<file path="src/rtl/core/gtg_pkg.sv">
// ----------------------------------------------------------------------------
// gtg_pkg
// Shared types and constants for the gyro tap gesture detector.
// ----------------------------------------------------------------------------
package gtg_pkg;

  localparam int RateW   = 16;
  localparam int ThrW    = 15;
  localparam int GapW    = 16;
  localparam int TimeW   = 32;
  localparam int StatusW = 8;
  localparam int CfgIdxW = 8;
  localparam int CfgW    = 16;
  localparam int TapBit  = 2;

  localparam logic [CfgIdxW-1:0] CFG_RATE_THRESHOLD = 8'd0;
  localparam logic [CfgIdxW-1:0] CFG_DOUBLE_TAP_GAP = 8'd1;

  localparam logic [ThrW-1:0] RATE_THRESHOLD_RST = 15'd100;
  localparam logic [GapW-1:0] DOUBLE_TAP_GAP_RST = 16'd300;

  localparam logic CMD_SAMPLE = 1'b0;
  localparam logic CMD_TAP    = 1'b1;

  typedef enum logic [2:0] {
    GC_TAP     = 3'd0,
    GC_DOUBLE  = 3'd1,
    GC_RIGHT   = 3'd2,
    GC_LEFT    = 3'd3,
    GC_UP      = 3'd4,
    GC_DOWN    = 3'd5
  } gesture_t;

  typedef struct packed {
    logic fire;
    logic neg;
  } axis_hit_t;

  typedef struct packed {
    logic fire;
    logic dbl;
  } tap_hit_t;

  typedef struct packed {
    gesture_t code;
    logic     last;
  } result_t;

endpackage

</file>
<file path="src/rtl/core/gtg_axis.sv">
// ----------------------------------------------------------------------------
// gtg_axis
// One gyro axis: sample window, running sum and threshold compare.
// ----------------------------------------------------------------------------
module gtg_axis #(
  parameter int WINDOW = 8,
  parameter int PW     = 3
) (
  input  logic                              clk,
  input  logic                              rst_n,
  input  logic                              sample_en,
  input  logic [PW-1:0]                     pos,
  input  logic signed [gtg_pkg::RateW-1:0]  rate,
  input  logic [gtg_pkg::ThrW-1:0]          thr,
  output gtg_pkg::axis_hit_t                hit
);
  import gtg_pkg::*;

  localparam int SW = RateW + 1 + $clog2(WINDOW + 1);

  logic signed [RateW-1:0] win_r [WINDOW];
  logic signed [SW-1:0]    sum_r;
  logic signed [SW-1:0]    sum_nxt;
  logic signed [SW-1:0]    lim;
  logic signed [RateW-1:0] old;

  assign old     = win_r[pos];
  assign sum_nxt = sum_r - {{(SW-RateW){old[RateW-1]}}, old}
                         + {{(SW-RateW){rate[RateW-1]}}, rate};
  // trunc(sum / WINDOW) > thr  <=>  sum >= (thr + 1) * WINDOW, mirrored below
  assign lim     = SW'((SW'(thr) + SW'(1)) * SW'(WINDOW));

  always_comb begin
    hit.fire = (sum_nxt >= lim) || (sum_nxt <= -lim);
    hit.neg  = (sum_nxt <= -lim);
  end

  always_ff @(posedge clk) begin
    if (!rst_n) begin
      sum_r <= '0;
      for (int i = 0; i < WINDOW; i++) begin
        win_r[i] <= '0;
      end
    end else if (sample_en) begin
      if (hit.fire) begin
        sum_r <= '0;
        for (int i = 0; i < WINDOW; i++) begin
          win_r[i] <= '0;
        end
      end else begin
        sum_r      <= sum_nxt;
        win_r[pos] <= rate;
      end
    end
  end

endmodule

</file>
<file path="src/rtl/core/gtg_tap.sv">
// ----------------------------------------------------------------------------
// gtg_tap
// Single and double tap detection from the interrupt status byte.
// ----------------------------------------------------------------------------
module gtg_tap (
  input  logic                         clk,
  input  logic                         rst_n,
  input  logic                         tap_en,
  input  logic [gtg_pkg::StatusW-1:0]  tap_status,
  input  logic [gtg_pkg::TimeW-1:0]    time_ms,
  input  logic [gtg_pkg::GapW-1:0]     gap,
  output gtg_pkg::tap_hit_t            hit
);
  import gtg_pkg::*;

  logic             tap_pending_r;
  logic [TimeW-1:0] last_tap_time_r;
  logic [TimeW-1:0] elapsed;

  // elapsed time wraps with the tick counter
  assign elapsed = time_ms - last_tap_time_r;

  always_comb begin
    hit.fire = tap_status[TapBit];
    hit.dbl  = tap_pending_r && (elapsed < {{(TimeW-GapW){1'b0}}, gap});
  end

  always_ff @(posedge clk) begin
    if (!rst_n) begin
      tap_pending_r   <= 1'b0;
      last_tap_time_r <= '0;
    end else if (tap_en && hit.fire) begin
      if (hit.dbl) begin
        tap_pending_r <= 1'b0;
      end else begin
        tap_pending_r   <= 1'b1;
        last_tap_time_r <= time_ms;
      end
    end
  end

endmodule

</file>
<file path="src/rtl/core/gtg_out_fifo.sv">
// ----------------------------------------------------------------------------
// gtg_out_fifo
// Four-entry result queue, takes up to two results per cycle.
// ----------------------------------------------------------------------------
module gtg_out_fifo (
  input  logic              clk,
  input  logic              rst_n,
  input  logic [1:0]        push_cnt,
  input  gtg_pkg::result_t  push0,
  input  gtg_pkg::result_t  push1,
  output logic              room2,
  output logic              out_valid,
  input  logic              out_ready,
  output gtg_pkg::result_t  out_data
);
  import gtg_pkg::*;

  result_t    mem_r [4];
  logic [1:0] wr_ptr_r;
  logic [1:0] rd_ptr_r;
  logic [2:0] count_r;
  logic       pop;

  assign out_valid = (count_r != 3'd0);
  assign out_data  = mem_r[rd_ptr_r];
  assign pop       = out_valid && out_ready;
  assign room2     = (count_r <= 3'd2);

  always_ff @(posedge clk) begin
    if (push_cnt != 2'd0) begin
      mem_r[wr_ptr_r] <= push0;
    end
    if (push_cnt == 2'd2) begin
      mem_r[wr_ptr_r + 2'd1] <= push1;
    end
  end

  always_ff @(posedge clk) begin
    if (!rst_n) begin
      wr_ptr_r <= '0;
      rd_ptr_r <= '0;
      count_r  <= '0;
    end else begin
      wr_ptr_r <= wr_ptr_r + push_cnt;
      rd_ptr_r <= rd_ptr_r + {1'b0, pop};
      count_r  <= count_r + {1'b0, push_cnt} - {2'b00, pop};
    end
  end

endmodule

</file>
<file path="src/rtl/core/gyro_tap_gesture_detector.sv">
// ----------------------------------------------------------------------------
// gyro_tap_gesture_detector
// Gyro swipe/tilt and tap/double-tap gesture detector with stream ports.
// ----------------------------------------------------------------------------
// path: an accepted transaction waits in the input register until the result
//   queue has room, then its gestures are pushed there and show on out_tvalid
// throughput: one input per cycle; the input stage waits while the result
//   queue holds more than two gestures, so out_tready sets the long-run rate
// reset: synchronous active-low rst_n clears windows, sums, tap state, queue
//   state and the input valid flag and loads config defaults, no clearing pass
module gyro_tap_gesture_detector #(
  parameter int WINDOW = 8
) (
  input  logic        clk,
  input  logic        rst_n,
  input  logic        in_tvalid,
  output logic        in_tready,
  input  logic [71:0] in_tdata,  // rate_y[15:0], rate_z[31:16], tap_status[39:32],
                                 // time_ms[71:40]
  input  logic [0:0]  in_tuser,  // command[0]
  output logic        out_tvalid,
  input  logic        out_tready,
  output logic [7:0]  out_tdata, // gesture_code[2:0], zero pad[7:3]
  output logic        out_tlast,
  input  logic        cfg_valid,
  output logic        cfg_ready,
  input  logic [gtg_pkg::CfgIdxW-1:0] cfg_index,
  input  logic [gtg_pkg::CfgW-1:0]    cfg_data
);
  import gtg_pkg::*;

  localparam int PW = (WINDOW > 1) ? $clog2(WINDOW) : 1;

  logic               in_valid_r;
  logic               cmd_r;
  logic [71:0]        data_r;
  logic [ThrW-1:0]    thr_r;
  logic [GapW-1:0]    gap_r;
  logic [PW-1:0]      pos_r;
  logic               room2;
  logic               fire;
  logic               sample_en;
  logic               tap_en;
  axis_hit_t          y_hit;
  axis_hit_t          z_hit;
  tap_hit_t           t_hit;
  logic [1:0]         push_cnt;
  result_t            push0;
  result_t            push1;
  result_t            head;

  assign fire      = in_valid_r && room2;
  assign in_tready = !in_valid_r || room2;
  assign sample_en = fire && (cmd_r == CMD_SAMPLE);
  assign tap_en    = fire && (cmd_r == CMD_TAP);
  assign cfg_ready = 1'b1;

  always_ff @(posedge clk) begin
    if (!rst_n) begin
      in_valid_r <= 1'b0;
    end else if (in_tready) begin
      in_valid_r <= in_tvalid;
    end
  end

  always_ff @(posedge clk) begin
    if (in_tready && in_tvalid) begin
      cmd_r  <= in_tuser[0];
      data_r <= in_tdata;
    end
  end

  always_ff @(posedge clk) begin
    if (!rst_n) begin
      thr_r <= RATE_THRESHOLD_RST;
      gap_r <= DOUBLE_TAP_GAP_RST;
    end else if (cfg_valid && cfg_ready) begin
      if (cfg_index == CFG_RATE_THRESHOLD) begin
        thr_r <= cfg_data[ThrW-1:0];
      end else if (cfg_index == CFG_DOUBLE_TAP_GAP) begin
        gap_r <= cfg_data[GapW-1:0];
      end
    end
  end

  always_ff @(posedge clk) begin
    if (!rst_n) begin
      pos_r <= '0;
    end else if (sample_en) begin
      pos_r <= (pos_r == PW'(WINDOW - 1)) ? '0 : pos_r + PW'(1);
    end
  end

  gtg_axis #(.WINDOW(WINDOW), .PW(PW)) u_axis_y (
    .clk       (clk),
    .rst_n     (rst_n),
    .sample_en (sample_en),
    .pos       (pos_r),
    .rate      (data_r[15:0]),
    .thr       (thr_r),
    .hit       (y_hit)
  );

  gtg_axis #(.WINDOW(WINDOW), .PW(PW)) u_axis_z (
    .clk       (clk),
    .rst_n     (rst_n),
    .sample_en (sample_en),
    .pos       (pos_r),
    .rate      (data_r[31:16]),
    .thr       (thr_r),
    .hit       (z_hit)
  );

  gtg_tap u_tap (
    .clk        (clk),
    .rst_n      (rst_n),
    .tap_en     (tap_en),
    .tap_status (data_r[39:32]),
    .time_ms    (data_r[71:40]),
    .gap        (gap_r),
    .hit        (t_hit)
  );

  // y gesture goes first when both axes fire
  always_comb begin
    gesture_t y_code;
    gesture_t z_code;
    y_code     = y_hit.neg ? GC_LEFT : GC_RIGHT;
    z_code     = z_hit.neg ? GC_DOWN : GC_UP;
    push_cnt   = 2'd0;
    push0.code = GC_TAP;
    push0.last = 1'b1;
    push1.code = z_code;
    push1.last = 1'b1;
    if (sample_en) begin
      priority if (y_hit.fire && z_hit.fire) begin
        push_cnt   = 2'd2;
        push0.code = y_code;
        push0.last = 1'b0;
      end else if (y_hit.fire) begin
        push_cnt   = 2'd1;
        push0.code = y_code;
      end else if (z_hit.fire) begin
        push_cnt   = 2'd1;
        push0.code = z_code;
      end
    end else if (tap_en && t_hit.fire) begin
      push_cnt   = 2'd1;
      push0.code = t_hit.dbl ? GC_DOUBLE : GC_TAP;
    end
  end

  gtg_out_fifo u_out_fifo (
    .clk       (clk),
    .rst_n     (rst_n),
    .push_cnt  (push_cnt),
    .push0     (push0),
    .push1     (push1),
    .room2     (room2),
    .out_valid (out_tvalid),
    .out_ready (out_tready),
    .out_data  (head)
  );

  assign out_tdata = {5'b00000, head.code};
  assign out_tlast = head.last;

endmodule

</file>
<file path="config.mk">
export PLATFORM = sky130hd
export DESIGN_NAME = gyro_tap_gesture_detector
export DESIGN_NICKNAME = d
export VERILOG_FILES = /design/src/rtl/core/gtg_pkg.sv /design/src/rtl/core/gtg_axis.sv /design/src/rtl/core/gtg_tap.sv /design/src/rtl/core/gtg_out_fifo.sv /design/src/rtl/core/gyro_tap_gesture_detector.sv
export SDC_FILE = /design/constraint.sdc
export NUM_CORES = 1
export LEC_CHECK = 0
export ABC_AREA = 0
export BUFFER_PORTS_ARGS = -buffer_cell sky130_fd_sc_hd__buf_2
export CORE_MARGIN = 5
export CORE_UTILIZATION = 55
export DETAILED_ROUTE_END_ITERATION = 10
export GPL_ROUTABILITY_DRIVEN = 0
export GPL_TIMING_DRIVEN = 1
export PLACE_DENSITY_LB_ADDON = 0.08
export RECOVER_POWER = 50
export SLEW_MARGIN = 40
export SYNTH_ARGS = -nofsm -noshare
export SYNTH_HDL_FRONTEND = slang
export SYNTH_SLANG_ARGS = --single-unit
</file>
<file path="constraint.sdc">
create_clock -name clk -period 7.9 [get_ports clk]
set_input_delay 1.58 -clock clk [delete_from_list [all_inputs] [get_ports clk]]
set_output_delay 1.58 -clock clk [all_outputs]
set_load 0.01 [all_outputs]
</file>
# Word level (Yosys, flattened, before mapping)
# Memory sizes are Yosys's and may differ from the RTL's. A register that Yosys moved wholly into a read port is not among the register bits.
# Index checks and enable logic that the tools add are counted.
# W data, S select, Z words.
# classes
addsub,13
mul,0
div,0
n_lt_le_gt_ge,6
n_eq_ne,3
shifts,0
muxes,67
bitwise,19
n_reduce_logical,20
# op_table
operator,count
$mux W16,18
$add A21 B21 Y21,2
$ge A21 B21 Y1,2
$le A21 B21 Y1,2
$mux W21,2
$sub A21 B21 Y21,2
$mux W1,33
$mux W3,11
$lt A32 B16 Y1,1
$reduce_or A16 Y1,2
$sub A32 B32 Y32,1
$neg A21 Y21,1
$add A15 B1 Y16 const B,1
$or A1 B1 Y1,16
$eq A8 B1 Y1 const B,1
$logic_and A1 B1 Y1,8
$logic_not A8 Y1,1
$mux W2,3
$reduce_and A2 Y1,2
$add A3 B1 Y3 const B,1
$add A3 B2 Y3,1
$eq A3 B3 Y1 const B,1
$le A3 B2 Y1 const B,1
$logic_or A1 B1 Y1,3
other kinds (10),12
# word_totals
ff_bits,190
latch_bits,0
ram_bits,272
rom_bits,0
in_bits,102
output_inout_bits,12
elab_cells,144
mem_count,3
# mem_list
name,depth,word_bits,read_ports,rd_clocked_by_memory_dff,write_ports,line_no,source
u_axis_y.win_r,8,16,1,1,8,gtg_axis.sv:21,logic signed [RateW-1:0] win_r [WINDOW];
u_axis_z.win_r,8,16,1,1,8,gtg_axis.sv:21,
u_out_fifo.mem_r,4,4,1,1,2,gtg_out_fifo.sv:18,result_t mem_r [4];

# Depth between registers and ports, before layout
# Gate-level depths: netlist of the first run.
# depth
word_depth,11
mapped_depth,36
depth_no_buf,32

# Cells and area by module
# A second synthesis of the first run with hierarchy kept.
# hier_totals
hier_cells,2972
area_unflattened_um2,29649.7
# by_module_without_submodules
module,n_inst,cells_per_inst,area_per_inst_um2,seq_area_each_um2
gtg_axis at u_axis_y,1,1078,10162.2,4264.1
gtg_axis at u_axis_z,1,903,9815.7,4264.1
gtg_tap,1,663,4625.7,660.6
gyro_tap_gesture_detector,1,244,3788.6,2892.8
gtg_out_fifo,1,84,1257.5,620.6

# Worst setup path after synthesis of the first run
# No wires, ideal clock.
# synth_path
path_kind,register -> register
from,register with a tool-made name
to,register u_out_fifo.count_r[2]
setup_time_ns,0.128
arrival_time_ns,8.401
required_ns,7.772
slack_ns,-0.629
path_stages_with_launch,37
n_path_buf,4
synth_period_minus_slack_ns,8.529
path_cell_list,dfxtp_1 > clkbuf_1 > buf_1 > mux4_2 > mux2_2 > ha_1 > inv_1 > ha_1 > fa_1 > a211oi_1 > nor2_1 > or4_1 > a41o_1 > nor2_1 > o21ai_0 > a21o_1 > a21oi_1 > xnor2_1 > ha_1 > a21o_1 > a21oi_1 > nor2b_1 > o211ai_1 > a31oi_1 > a21o_1 > or4b_4 > o31ai_2 > buf_6 > buf_2 > ha_1 > o21ai_1 > ha_1 > inv_1 > fa_1 > xnor2_1 > xnor2_1 > nor2_1
# synth_lines
item,line_no,source
to (signal assigned),gtg_out_fifo.sv:46,"count_r <= count_r + {1'b0, push_cnt} - {2'b00, pop};"
to (decl),gtg_out_fifo.sv:21,logic [2:0] count_r;

==> impl_metrics.csv, run 1 <==
group,metric,value,unit
floorplanning,initial_utilization,0.558,
route,vias,18100,
placement,post-dp-hpwl,44.0,mm
worst_setup_path,rrSetupSlack,390,ps
floorplanning,die_h,228,um
route,drc_errors,0,
power,cellPowerDensity,331,mW/mm^2
cts,clock_latency,610,ps
worst_setup_path,number_of_buffer_and_inverter_stages_on_the_critical_path,3,
cts,tritoncts.num_buffers,50,
synthesis,synth-seq-cells,458,
route,detail-route-antenna-nets,0,
placement,place_ws,-13.2,ps
hold_path,hold_path_end,"u_axis_z.sum_r[18]",
worst_setup_path,critPathMostFrequentCell,"sky130_fd_sc_hd__ha_1",
worst_setup_path,critPathCaptureType,"flip-flop",
floorplanning,dieArea,0.0519,mm^2
power,ir_drop,0.000353,V
finish,multi_input_gate_area,0.0126,mm^2
power,total_leakage_power,11.3,nW
worst_setup_path,timing.critical_path.max_delay_family,"compound AO/OA/AOI/OAI gates",
global_routing,grt_max_degree,72,
timing,timing.max_slew.rel_slack,-0.993,
worst_setup_path,timing.setup.critical_path_class,"reg2reg",
finish,share_of_layout_cells_above_drive_strength_1,0.153,
cts,clock-sinks,458,
finish,num-fill-cells,3713,
synthesis,yosys_warnings,0,
global_routing,grt_first_pass_wirelength,99.4,mm
synthesis,async_flop_share,0,
finish,final_nets,2743,
timing,transition_time_at_the_pin_with_the_least_slew_margin,2990,ps
synthesis,syn-cell-area,0.0261,mm^2
hold_path,hold-path-cell-count,2,
timing,totalNegativeSetupSlack,0,ps
status,violations_in_the_final_reports,"max-capacitance violations, max-slew violations",
worst_setup_path,crit_path_max_incr_delay,560,ps
timing,setup_ws,395,ps
global_routing,number_of_global_route_vias_before_repair,18600,
status,status,"complete, but fails checks",
floorplanning,chipWidth,228,um
floorplanning,boundaryPins,114,
cts,cts_buffer_depth,3,
synthesis,avgSynthCellArea,11.3,um^2
worst_setup_path,timing.rr.end,"u_out_fifo.count_r[2]",
route,via_per_inst,5.88,
worst_setup_path,cp.required,8370,ps
timing,final_period_minus_worst_setup_slack,7510,ps
hold_path,hold_start,"u_axis_z.sum_r[18]",
flow_run,max_cap_violations,5,
timing,final_hold_viol_count,0,
cts,tritoncts_clock_tree,"built",
synthesis,ys_dominant_reg_cell,"sky130_fd_sc_hd__edfxtp_1",
worst_setup_path,worstRegToRegCells,33,
timing,maxClockFrequency,0.133,GHz
timing,post-route-period-util,0.950,
global_routing,grt_antenna_before_repair,2,
timing,slew_viol_final,180,
floorplanning,placeableCoreArea,0.0468,mm^2
synthesis,synthesis.instances,2309,
worst_setup_path,worst_ep_arrival_time,7970,ps
route,first_iter_violations,1278,
cts,clkTransAtPathRegs,60,ps
synthesis,synth_seq_area_share,0.476,
placement,buffer_ports.inserted,100,
route,routed_wl,62.1,mm
cts,clock-root-buffer,"sky130_fd_sc_hd__clkbuf_16",
synthesis,synth_enable_flop_cells,326,
cts,cts-htree-levels,2,
finish,area_delta_synth_final,12.5,%
floorplanning,placementRows,79,
finish,finish.utilization,0.628,
timing,worst_clock_skew,22.4,ps
worst_setup_path,critical_path_peak_fanout,7,
synthesis,count_of_unique_library_cells_instantiated_by_yosys,84,
global_routing,grtUsageTotal,0.235,
timing,setup_violations,0,
hold_path,holdCritPathClass,"reg2reg",
route,total_iterations_of_the_first_detailed_routing_run,5,
route,detail_route.wl_per_cell,20.2,um
global_routing,grt.overflow.total,0,
worst_setup_path,startpoint_type,"flip-flop",
finish,seq_area,0.0124,mm^2
worst_setup_path,critical-path-slowest-cell,"sky130_fd_sc_hd__or4b_4",
[metrics by stage]
| stage | hold WS, ps | total power [mW] | area [um^2] | std cells |
|---|---|---|---|---|
| floorplan | 425 | 5.99 | 26100 | 2313 |
| global placement | 440 | 7.04 | 27500 | 2975 |
| detailed placement | 447 | 7.19 | 27500 | 2976 |
| CTS | 455 | 9.65 | 29200 | 3069 |
| global route | 472 | 10.3 | 29400 | 3083 |
| finish | 449 | 9.70 | 29400 | 3083 |
[state kept, by name (all words and copies together), names as in the netlist, 15 cells and up, named ones only]
name / count
u_axis_y.win_r: 128
u_axis_z.win_r: 128
data_r: 65
u_tap.last_tap_time_r: 32
u_axis_y.sum_r: 21
u_axis_z.sum_r: 21
gap_r: 16
u_out_fifo.mem_r: 16
thr_r: 15
[worst min-delay path, stage by stage (launching register included)]
cell,delay [ps]
sky130_fd_sc_hd__dfxtp_1,300
sky130_fd_sc_hd__nand2_1,50
sky130_fd_sc_hd__a21oi_1,50
[logic make-up (layout without fill, tap and decap cells)]
group | after synthesis | in the layout | synth area share
multiplexers | 167 | 167 | 0.0974
adder cells (fa/ha/maj) | 208 | 208 | 0.112
AO/OA/AOI/OAI | 375 | 375 | 0.0973
flip-flops | 458 | 458 | 0.476
other | 2 | 8 | 0.000288
buffers and inverters | 284 | 445 | 0.0468
AND/OR/NAND/NOR | 716 | 716 | 0.137
XOR/XNOR | 99 | 99 | 0.0332
[cells in the mapped netlist (4+ instances only)]
library cell	count	area, um^2
sky130_fd_sc_hd__nor2_1	206	773
sky130_fd_sc_hd__a211oi_1	14	105
sky130_fd_sc_hd__clkinv_1	6	22.5
sky130_fd_sc_hd__nand4_1	28	175
sky130_fd_sc_hd__nor4_1	71	444
sky130_fd_sc_hd__buf_2	9	45.0
sky130_fd_sc_hd__o211ai_1	13	97.6
sky130_fd_sc_hd__o21ai_0	60	300
sky130_fd_sc_hd__a21oi_1	109	546
sky130_fd_sc_hd__ha_1	166	2080
sky130_fd_sc_hd__mux2_2	15	169
sky130_fd_sc_hd__xnor2_1	64	561
sky130_fd_sc_hd__nand3b_1	4	30.0
sky130_fd_sc_hd__mux4_2	68	1530
sky130_fd_sc_hd__nor4b_1	4	35.0
sky130_fd_sc_hd__nor3_1	28	140
sky130_fd_sc_hd__and2_1	88	551
sky130_fd_sc_hd__a31oi_1	10	62.6
sky130_fd_sc_hd__xor2_1	35	307
sky130_fd_sc_hd__o31a_1	6	52.6
sky130_fd_sc_hd__o21a_1	17	128
sky130_fd_sc_hd__nor2b_1	12	75.1
sky130_fd_sc_hd__nand3_1	33	165
sky130_fd_sc_hd__buf_4	16	120
sky130_fd_sc_hd__or3_1	13	81.3
sky130_fd_sc_hd__inv_1	159	597
sky130_fd_sc_hd__clkbuf_1	71	267
sky130_fd_sc_hd__nand2b_1	21	131
sky130_fd_sc_hd__a22o_1	37	324
sky130_fd_sc_hd__and4_1	4	35.0
sky130_fd_sc_hd__dfxtp_1	132	2640
sky130_fd_sc_hd__mux2i_1	84	841
sky130_fd_sc_hd__edfxtp_1	326	9790
sky130_fd_sc_hd__o21bai_1	12	90.1
sky130_fd_sc_hd__buf_1	11	41.3
sky130_fd_sc_hd__o22ai_1	4	25.0
sky130_fd_sc_hd__a221oi_1	4	35.0
sky130_fd_sc_hd__a21o_1	43	323
sky130_fd_sc_hd__nand2_1	173	649
sky130_fd_sc_hd__o31ai_1	4	30.0
sky130_fd_sc_hd__and3_1	11	68.8
sky130_fd_sc_hd__fa_1	42	841
sky130_fd_sc_hd__buf_6	11	124
[final cells by class]
cell class	instances	area share
timing repair buffer	187	0.0435
multi-input combinational	1571	0.428
tap	607	0.0259
inverter	165	0.0211
clock buffer	62	0.0442
antenna	2	0.000171
sequential	458	0.424
clock inverter	31	0.0139
[worst max path at each step]
stage                     startpoint                    end  cells after the start
after detailed placement   flip-flop  u_out_fifo.count_r[2]                     31
final                      flip-flop  u_out_fifo.count_r[2]                     33
after global routing       flip-flop  u_out_fifo.count_r[2]                     34
after floorplan            flip-flop  u_out_fifo.count_r[2]                     33
after CTS                  flip-flop  u_out_fifo.count_r[2]                     32
after global placement     flip-flop  u_out_fifo.count_r[2]                     32
[cell usage in the layout (no fill, tap or decap), types with 6 or more instances in the layout]
| master | n |
|---|---|
| sky130_fd_sc_hd__nand2b_1 | 21 |
| sky130_fd_sc_hd__or3_1 | 13 |
| sky130_fd_sc_hd__buf_4 | 71 |
| sky130_fd_sc_hd__edfxtp_1 | 326 |
| sky130_fd_sc_hd__o31a_1 | 6 |
| sky130_fd_sc_hd__nor4_1 | 72 |
| sky130_fd_sc_hd__bufinv_16 | 8 |
| sky130_fd_sc_hd__o211ai_1 | 13 |
| sky130_fd_sc_hd__a21o_1 | 43 |
| sky130_fd_sc_hd__dfxtp_1 | 129 |
| sky130_fd_sc_hd__xnor2_1 | 62 |
| sky130_fd_sc_hd__mux4_2 | 68 |
| sky130_fd_sc_hd__nand4_1 | 28 |
| sky130_fd_sc_hd__mux2i_1 | 81 |
| sky130_fd_sc_hd__a211oi_1 | 13 |
| sky130_fd_sc_hd__xor2_1 | 34 |
| sky130_fd_sc_hd__ha_1 | 165 |
| sky130_fd_sc_hd__o21a_1 | 17 |
| sky130_fd_sc_hd__clkinv_1 | 14 |
| sky130_fd_sc_hd__conb_1 | 6 |
| sky130_fd_sc_hd__buf_12 | 7 |
| sky130_fd_sc_hd__o21bai_1 | 12 |
| sky130_fd_sc_hd__mux2_2 | 15 |
| sky130_fd_sc_hd__inv_1 | 159 |
| sky130_fd_sc_hd__nor3_1 | 28 |
| sky130_fd_sc_hd__clkbuf_1 | 23 |
| sky130_fd_sc_hd__and2_1 | 86 |
| sky130_fd_sc_hd__a22o_1 | 37 |
| sky130_fd_sc_hd__nand3_1 | 31 |
| sky130_fd_sc_hd__clkbuf_16 | 51 |
| sky130_fd_sc_hd__nand2_1 | 173 |
| sky130_fd_sc_hd__nor2_1 | 202 |
| sky130_fd_sc_hd__and3_1 | 11 |
| sky130_fd_sc_hd__a31oi_1 | 10 |
| sky130_fd_sc_hd__a21oi_1 | 105 |
| sky130_fd_sc_hd__buf_2 | 91 |
| sky130_fd_sc_hd__nor2b_1 | 12 |
| sky130_fd_sc_hd__clkinv_2 | 7 |
| sky130_fd_sc_hd__fa_1 | 39 |
| sky130_fd_sc_hd__o21ai_0 | 58 |
[report_power, final]
| group | total [mW] | switching, mW | leakage (nW) | internal (mW) |
|---|---|---|---|---|
| clock network | 2.43 | 0.992 | 0.817 | 1.44 |
| logic | 4.03 | 2.41 | 6.09 | 1.62 |
| registers | 3.25 | 0.175 | 4.41 | 3.07 |
[metal layers]
metal  routed length, um  global-route usage
met5                   0                   0
met4                1650              0.0692
met3                3110              0.0314
met2               29700               0.395
met1               27700               0.324
[what timing repair did]
item | CTS | global route
buffers inserted | 0 | 11
hold buffers | 0 | 0
setup endpoints to repair | 2 | 298
resized for setup | 2 | 27
gates cloned | 0 | 1
pin swaps | 0 | 5
Note: power is estimated with default switching activity, not from simulation.
==> inputs of run 2 (changes only) <==
PLACE_DENSITY = 0.75   (was default)
PLACE_DENSITY_LB_ADDON = default   (was 0.08)
==> run 2 against run 1 <==
Effect of this change: critical path type unchanged; sequential cell count unchanged; register-to-register slack worse by 160 ps; power down 0.14%; via count up 2.3%; global-route usage down 0.10 points; clock skew up 7.0 ps; the flow still finishes with violations (max-capacitance violations, max-slew violations); worst setup slack worse by 160 ps; largest power group unchanged; maximum frequency down 2.0%.
==> impl_metrics.csv, run 2 (synthesis gave the netlist of run 1 again) <==
group,metric,value,unit
cts,tritoncts_clock_tree,"built",
global_routing,grt_first_pass_wirelength,99.6,mm
worst_setup_path,critPathCaptureType,"flip-flop",
cts,clock-root-buffer,"sky130_fd_sc_hd__clkbuf_16",
timing,timing.max_slew.rel_slack,-0.850,
power,ir_drop,0.000221,V
placement,buffer_ports.inserted,100,
placement,post-dp-hpwl,43.9,mm
hold_path,hold_start,"u_axis_z.sum_r[19]",
timing,worst_clock_skew,29.5,ps
hold_path,holdCritPathClass,"reg2reg",
floorplanning,boundaryPins,114,
power,cellPowerDensity,331,mW/mm^2
route,detail-route-antenna-nets,0,
finish,layout.cells.most_common_list,"326 x sky130_fd_sc_hd__edfxtp_1, 204 x sky130_fd_sc_hd__nor2_1, 173 x sky130_fd_sc_hd__nand2_1, 164 x sky130_fd_sc_hd__ha_1, 159 x sky130_fd_sc_hd__inv_1",
worst_setup_path,timing.setup.critical_path_class,"reg2reg",
timing,setup_violations,0,
timing,setup_ws,239,ps
finish,share_of_layout_cells_above_drive_strength_1,0.153,
floorplanning,placementRows,79,
timing,post-route-period-util,0.970,
finish,final_nets,2748,
cts,cts_buffer_depth,3,
timing,totalNegativeSetupSlack,0,ps
global_routing,grt_antenna_before_repair,0,
worst_setup_path,worstRegToRegCells,30,
floorplanning,die_h,228,um
timing,final_period_minus_worst_setup_slack,7660,ps
worst_setup_path,cp.required,8360,ps
flow_run,max_cap_violations,5,
worst_setup_path,critical_path_peak_fanout,6,
route,first_iter_violations,1797,
worst_setup_path,critPathMostFrequentCell,"sky130_fd_sc_hd__a21o_1",
route,detail_route.wl_per_cell,20.3,um
worst_setup_path,rrSetupSlack,240,ps
timing,transition_time_at_the_pin_with_the_least_slew_margin,2770,ps
worst_setup_path,startpoint_type,"flip-flop",
floorplanning,dieArea,0.0519,mm^2
cts,clock_latency,610,ps
cts,post_cts_hold_buffer_count,0,
worst_setup_path,critical-path-slowest-cell,"sky130_fd_sc_hd__or4b_4",
finish,area_delta_synth_final,12.2,%
route,via_per_inst,6.01,
route,drc_errors,0,
status,violations_in_the_final_reports,"max-capacitance violations, max-slew violations",
finish,layout_commonest_cell,"sky130_fd_sc_hd__edfxtp_1",
placement,place_ws,-29.3,ps
timing,maxClockFrequency,0.131,GHz
worst_setup_path,worst_ep_arrival_time,8120,ps
global_routing,grt_max_degree,70,
finish,largest_registers,"u_axis_y.win_r (128), u_axis_z.win_r (128), data_r (65)",
power,total_leakage_power,11.3,nW
worst_setup_path,crit_path_max_incr_delay,560,ps
floorplanning,chipWidth,228,um
floorplanning,initial_utilization,0.558,
hold_path,hold-path-cell-count,2,
hold_path,hold_path_end,"u_axis_z.sum_r[19]",
route,total_iterations_of_the_first_detailed_routing_run,6,
timing,slew_viol_final,192,
finish,num-fill-cells,3583,
finish,layout_cells_excl_fill,3085,
cts,cts-htree-levels,2,
route,vias,18500,
status,status,"complete, but fails checks",
cts,clkTransAtPathRegs,60,ps
global_routing,grt.overflow.total,0,
finish,insertedDiodeCount,0,
floorplanning,placeableCoreArea,0.0468,mm^2
cts,tritoncts.num_buffers,49,
cts,clock-sinks,458,
global_routing,number_of_global_route_vias_before_repair,18900,
global_routing,grtUsageTotal,0.234,
placement,place_inst,2978,
worst_setup_path,timing.rr.end,"u_out_fifo.count_r[2]",
timing,final_hold_viol_count,0,
route,routed_wl,62.7,mm
-- run 2: cell count changes in the layout (fill, tap and decap cells not counted), moves of 3 or more --
cell	previous run	this run
sky130_fd_sc_hd__buf_12	7	4
sky130_fd_sc_hd__buf_2	91	87
sky130_fd_sc_hd__buf_4	71	80
sky130_fd_sc_hd__clkbuf_1	23	20
sky130_fd_sc_hd__clkinv_2	7	10
-- run 2: worst max path at each step --
stage               slack (ps)                     to  startpoint
detailed placement         -30  u_out_fifo.count_r[2]   flip-flop
global placement             3  u_out_fifo.count_r[2]   flip-flop
finish                     240  u_out_fifo.count_r[2]   flip-flop
floorplan                    9  u_out_fifo.count_r[2]   flip-flop
CTS                         10  u_out_fifo.count_r[2]   flip-flop
global route               -10  u_out_fifo.count_r[2]   flip-flop
-- run 2: final cells by class --
cell class	instances	area (um^2)	area share
multi-input cells	1571	12500	0.428
clock buffers	54	1250	0.0429
clock inverters	37	415	0.0142
well taps	607	759	0.0259
inverters	165	619	0.0212
repair buffers	193	1270	0.0433
flip-flops and latches	458	12400	0.425
-- run 2: repair_timing --
action | 4_1_cts | 5_1_grt
endpoints found under the setup margin | 91 | 367
hold endpoints to repair | 0 | 0
pin swaps | 0 | 5
gates resized for setup | 5 | 24
setup buffers | 0 | 16
-- run 2: critical path, delay by kind of cell, from the launching register on --
kind | cells | cell delay (ps)
adders and majority gates | 6 | 2290
AOI/OAI and AO/OA | 11 | 2000
and+or+nand+nor | 7 | 1440
xor gates and xnor gates | 3 | 480
buffers and inverters | 1 | 130
DFF | 1 | 400
muxes | 2 | 740
-- run 2: routing by layer --
metal | GRT usage | up-vias | wire [um]
li1 | - | 8677 | -
met4 | 0.0641 | 0 | 1690
met3 | 0.0378 | 109 | 3950
met2 | 0.403 | 646 | 30800
met5 | 0 | - | 0
met1 | 0.312 | 9117 | 26200
-- run 2: through the flow --
stage                util  instance area [um^2]  power [mW]  hold WS [ps]
global placement    0.586                 27400        6.97           436
CTS                 0.623                 29100        9.60           459
detailed placement  0.587                 27500        7.16           452
finish              0.626                 29300        9.69           456
global route        0.626                 29300        10.3           480
floorplan               -                 26100        5.99           425
-- run 2: report_power, final --
group          internal, mW  leakage, nW  switching [mW]
combinational          1.61         6.09            2.42
sequential             3.07         4.41           0.185
clock                  1.41        0.819           0.988
total                  6.10         11.3            3.59
==> inputs of run 3 (changes only) <==
--- a/constraint.sdc
+++ b/constraint.sdc
@@ -3,2 +3,2 @@
 set_output_delay 1.58 -clock clk [all_outputs]
-set_load 0.01 [all_outputs]
+set_load 0.005 [all_outputs]
==> run 3 against run 2 <==
Effect of this change: the flow still finishes with violations (max-capacitance violations, max-slew violations); worst setup slack improved by 1.2 ps; sequential power barely moved; sequential cell count unchanged; maximum frequency about the same; sequential share of layout area hardly changed; clock power is essentially flat; die area unchanged; largest cell class unchanged.
==> impl_metrics.csv, run 3 (synthesis gave the netlist of run 1 again) <==
group,metric,value,unit
floorplanning,chipWidth,228,um
finish,area_delta_synth_final,12.2,%
finish,insertedDiodeCount,0,
cts,clkTransAtPathRegs,60,ps
timing,worst_clock_skew,29.7,ps
worst_setup_path,timing.setup.critical_path_class,"reg2reg",
worst_setup_path,timing.rr.end,"u_out_fifo.count_r[2]",
flow_run,max_cap_violations,5,
floorplanning,dieArea,0.0519,mm^2
floorplanning,boundaryPins,114,
power,ir_drop,0.000221,V
cts,cts_buffer_depth,3,
floorplanning,placementRows,79,
finish,share_of_layout_cells_above_drive_strength_1,0.154,
global_routing,grt.overflow.total,0,
route,detail-route-antenna-nets,0,
route,routed_wl,62.7,mm
global_routing,grtUsageTotal,0.234,
worst_setup_path,critical-path-slowest-cell,"sky130_fd_sc_hd__or4b_4",
finish,final_nets,2748,
route,vias,18600,
worst_setup_path,critical_path_peak_fanout,6,
worst_setup_path,critPathCaptureType,"flip-flop",
finish,num-fill-cells,3580,
timing,final_hold_viol_count,0,
route,first_iter_violations,1792,
power,total_power,9.69,mW
worst_setup_path,startpoint_type,"flip-flop",
global_routing,number_of_global_route_vias_before_repair,18900,
worst_setup_path,cp.required,8360,ps
finish,layout.cells.most_common_list,"326 x sky130_fd_sc_hd__edfxtp_1, 204 x sky130_fd_sc_hd__nor2_1, 173 x sky130_fd_sc_hd__nand2_1, 164 x sky130_fd_sc_hd__ha_1, 159 x sky130_fd_sc_hd__inv_1",
power,total_leakage_power,11.3,nW
worst_setup_path,worst_ep_arrival_time,8120,ps
cts,tritoncts_clock_tree,"built",
placement,post-dp-hpwl,43.9,mm
timing,maxClockFrequency,0.131,GHz
floorplanning,die_h,228,um
cts,post_cts_hold_buffer_count,0,
hold_path,hold_path_end,"u_axis_z.sum_r[19]",
cts,clock-root-buffer,"sky130_fd_sc_hd__clkbuf_16",
route,via_per_inst,6.02,
cts,clock_latency,620,ps
floorplanning,initial_utilization,0.558,
finish,layout_commonest_cell,"sky130_fd_sc_hd__edfxtp_1",
cts,clock-sinks,458,
worst_setup_path,worstRegToRegCells,30,
worst_setup_path,crit_path_max_incr_delay,560,ps
worst_setup_path,rrSetupSlack,240,ps
placement,buffer_ports.inserted,100,
timing,hold_ws,456,ps
cts,cts-htree-levels,2,
route,drc_errors,0,
route,total_iterations_of_the_first_detailed_routing_run,6,
timing,final_period_minus_worst_setup_slack,7660,ps
power,cellPowerDensity,331,mW/mm^2
worst_setup_path,critPathMostFrequentCell,"sky130_fd_sc_hd__a21o_1",
timing,post-route-period-util,0.970,
global_routing,grt_antenna_before_repair,0,
cts,tritoncts.num_buffers,49,
timing,slew_viol_final,192,
hold_path,hold_start,"u_axis_z.sum_r[19]",
timing,setup_violations,0,
timing,timing.max_slew.rel_slack,-0.849,
status,status,"complete, but fails checks",
route,detail_route.wl_per_cell,20.3,um
hold_path,holdCritPathClass,"reg2reg",
global_routing,grt_first_pass_wirelength,99.6,mm
finish,layout_cells_excl_fill,3085,
finish,seq_area,0.0124,mm^2
finish,multi_input_gate_area,0.0125,mm^2
floorplanning,placeableCoreArea,0.0468,mm^2
finish,largest_registers,"u_axis_y.win_r (128), u_axis_z.win_r (128), data_r (65)",
timing,transition_time_at_the_pin_with_the_least_slew_margin,2770,ps
global_routing,grt_max_degree,70,
placement,place_inst,2978,
status,violations_in_the_final_reports,"max-capacitance violations, max-slew violations",
hold_path,hold-path-cell-count,2,
==> run 3: cell types whose count changed in the layout (fill, tap and decap cells not counted), sizes merged <==
cell / delta
buf: +3
clkbuf: -3
==> run 3: cell type report <==
| type | count | area share |
|---|---|---|
| clock buffers | 54 | 0.0429 |
| clock inverters | 37 | 0.0142 |
| inverters | 165 | 0.0212 |
| multi-input cells | 1571 | 0.428 |
| flip-flops and latches | 458 | 0.425 |
| well taps | 607 | 0.0259 |
| repair buffers | 193 | 0.0434 |
==> run 3: layer usage <==
layer | global-route usage | routed length [um] | up-vias
li1 | - | - | 8679
met1 | 0.312 | 26200 | 9126
met2 | 0.403 | 30800 | 640
met3 | 0.0378 | 3990 | 113
met4 | 0.0641 | 1710 | 0
met5 | 0 | 0 | -
==> run 3: timing repair <==
item,in CTS,in global routing
endpoints found under the setup margin,91,367
pin swaps,0,5
setup buffers,0,16
gates resized for setup,5,24
==> run 3: how the worst max path moves through the flow <==
stage,slack (ps),cells after the start,endpoint,startpoint
6_report,240,30,u_out_fifo.count_r[2],flip-flop
5_1_grt,-10,32,u_out_fifo.count_r[2],flip-flop
4_1_cts,10,29,u_out_fifo.count_r[2],flip-flop
3_5_place_dp,-30,32,u_out_fifo.count_r[2],flip-flop
3_3_place_gp,3,32,u_out_fifo.count_r[2],flip-flop
2_1_floorplan,9,33,u_out_fifo.count_r[2],flip-flop
==> run 3: metrics by stage <==
stage	worst slack [ps]	util	area (um^2)	setup TNS (ps)
after detailed placement	-29.3	0.587	27500	-29.3
after CTS	13.0	0.623	29100	0
final	241	0.626	29300	0
after global routing	-13.5	0.626	29300	-13.5
after global placement	2.57	0.586	27400	0
after floorplan	9.28	-	26100	0
==> run 3: where the power goes <==
part | switching, mW | internal (mW)
Sequential | 0.184 | 3.07
Clock | 0.988 | 1.41
Combinational | 2.41 | 1.61
Total | 3.59 | 6.10
==> run 3: worst max-delay path: cells and delay by family, from the launching register on <==
kind	cells	cell delay, ps
buffers and inverters	1	130
and+or+nand+nor	7	1440
muxes	2	740
AOI/OAI and AO/OA	11	2000
xor gates and xnor gates	3	480
DFF	1	400
adders and majority gates	6	2290
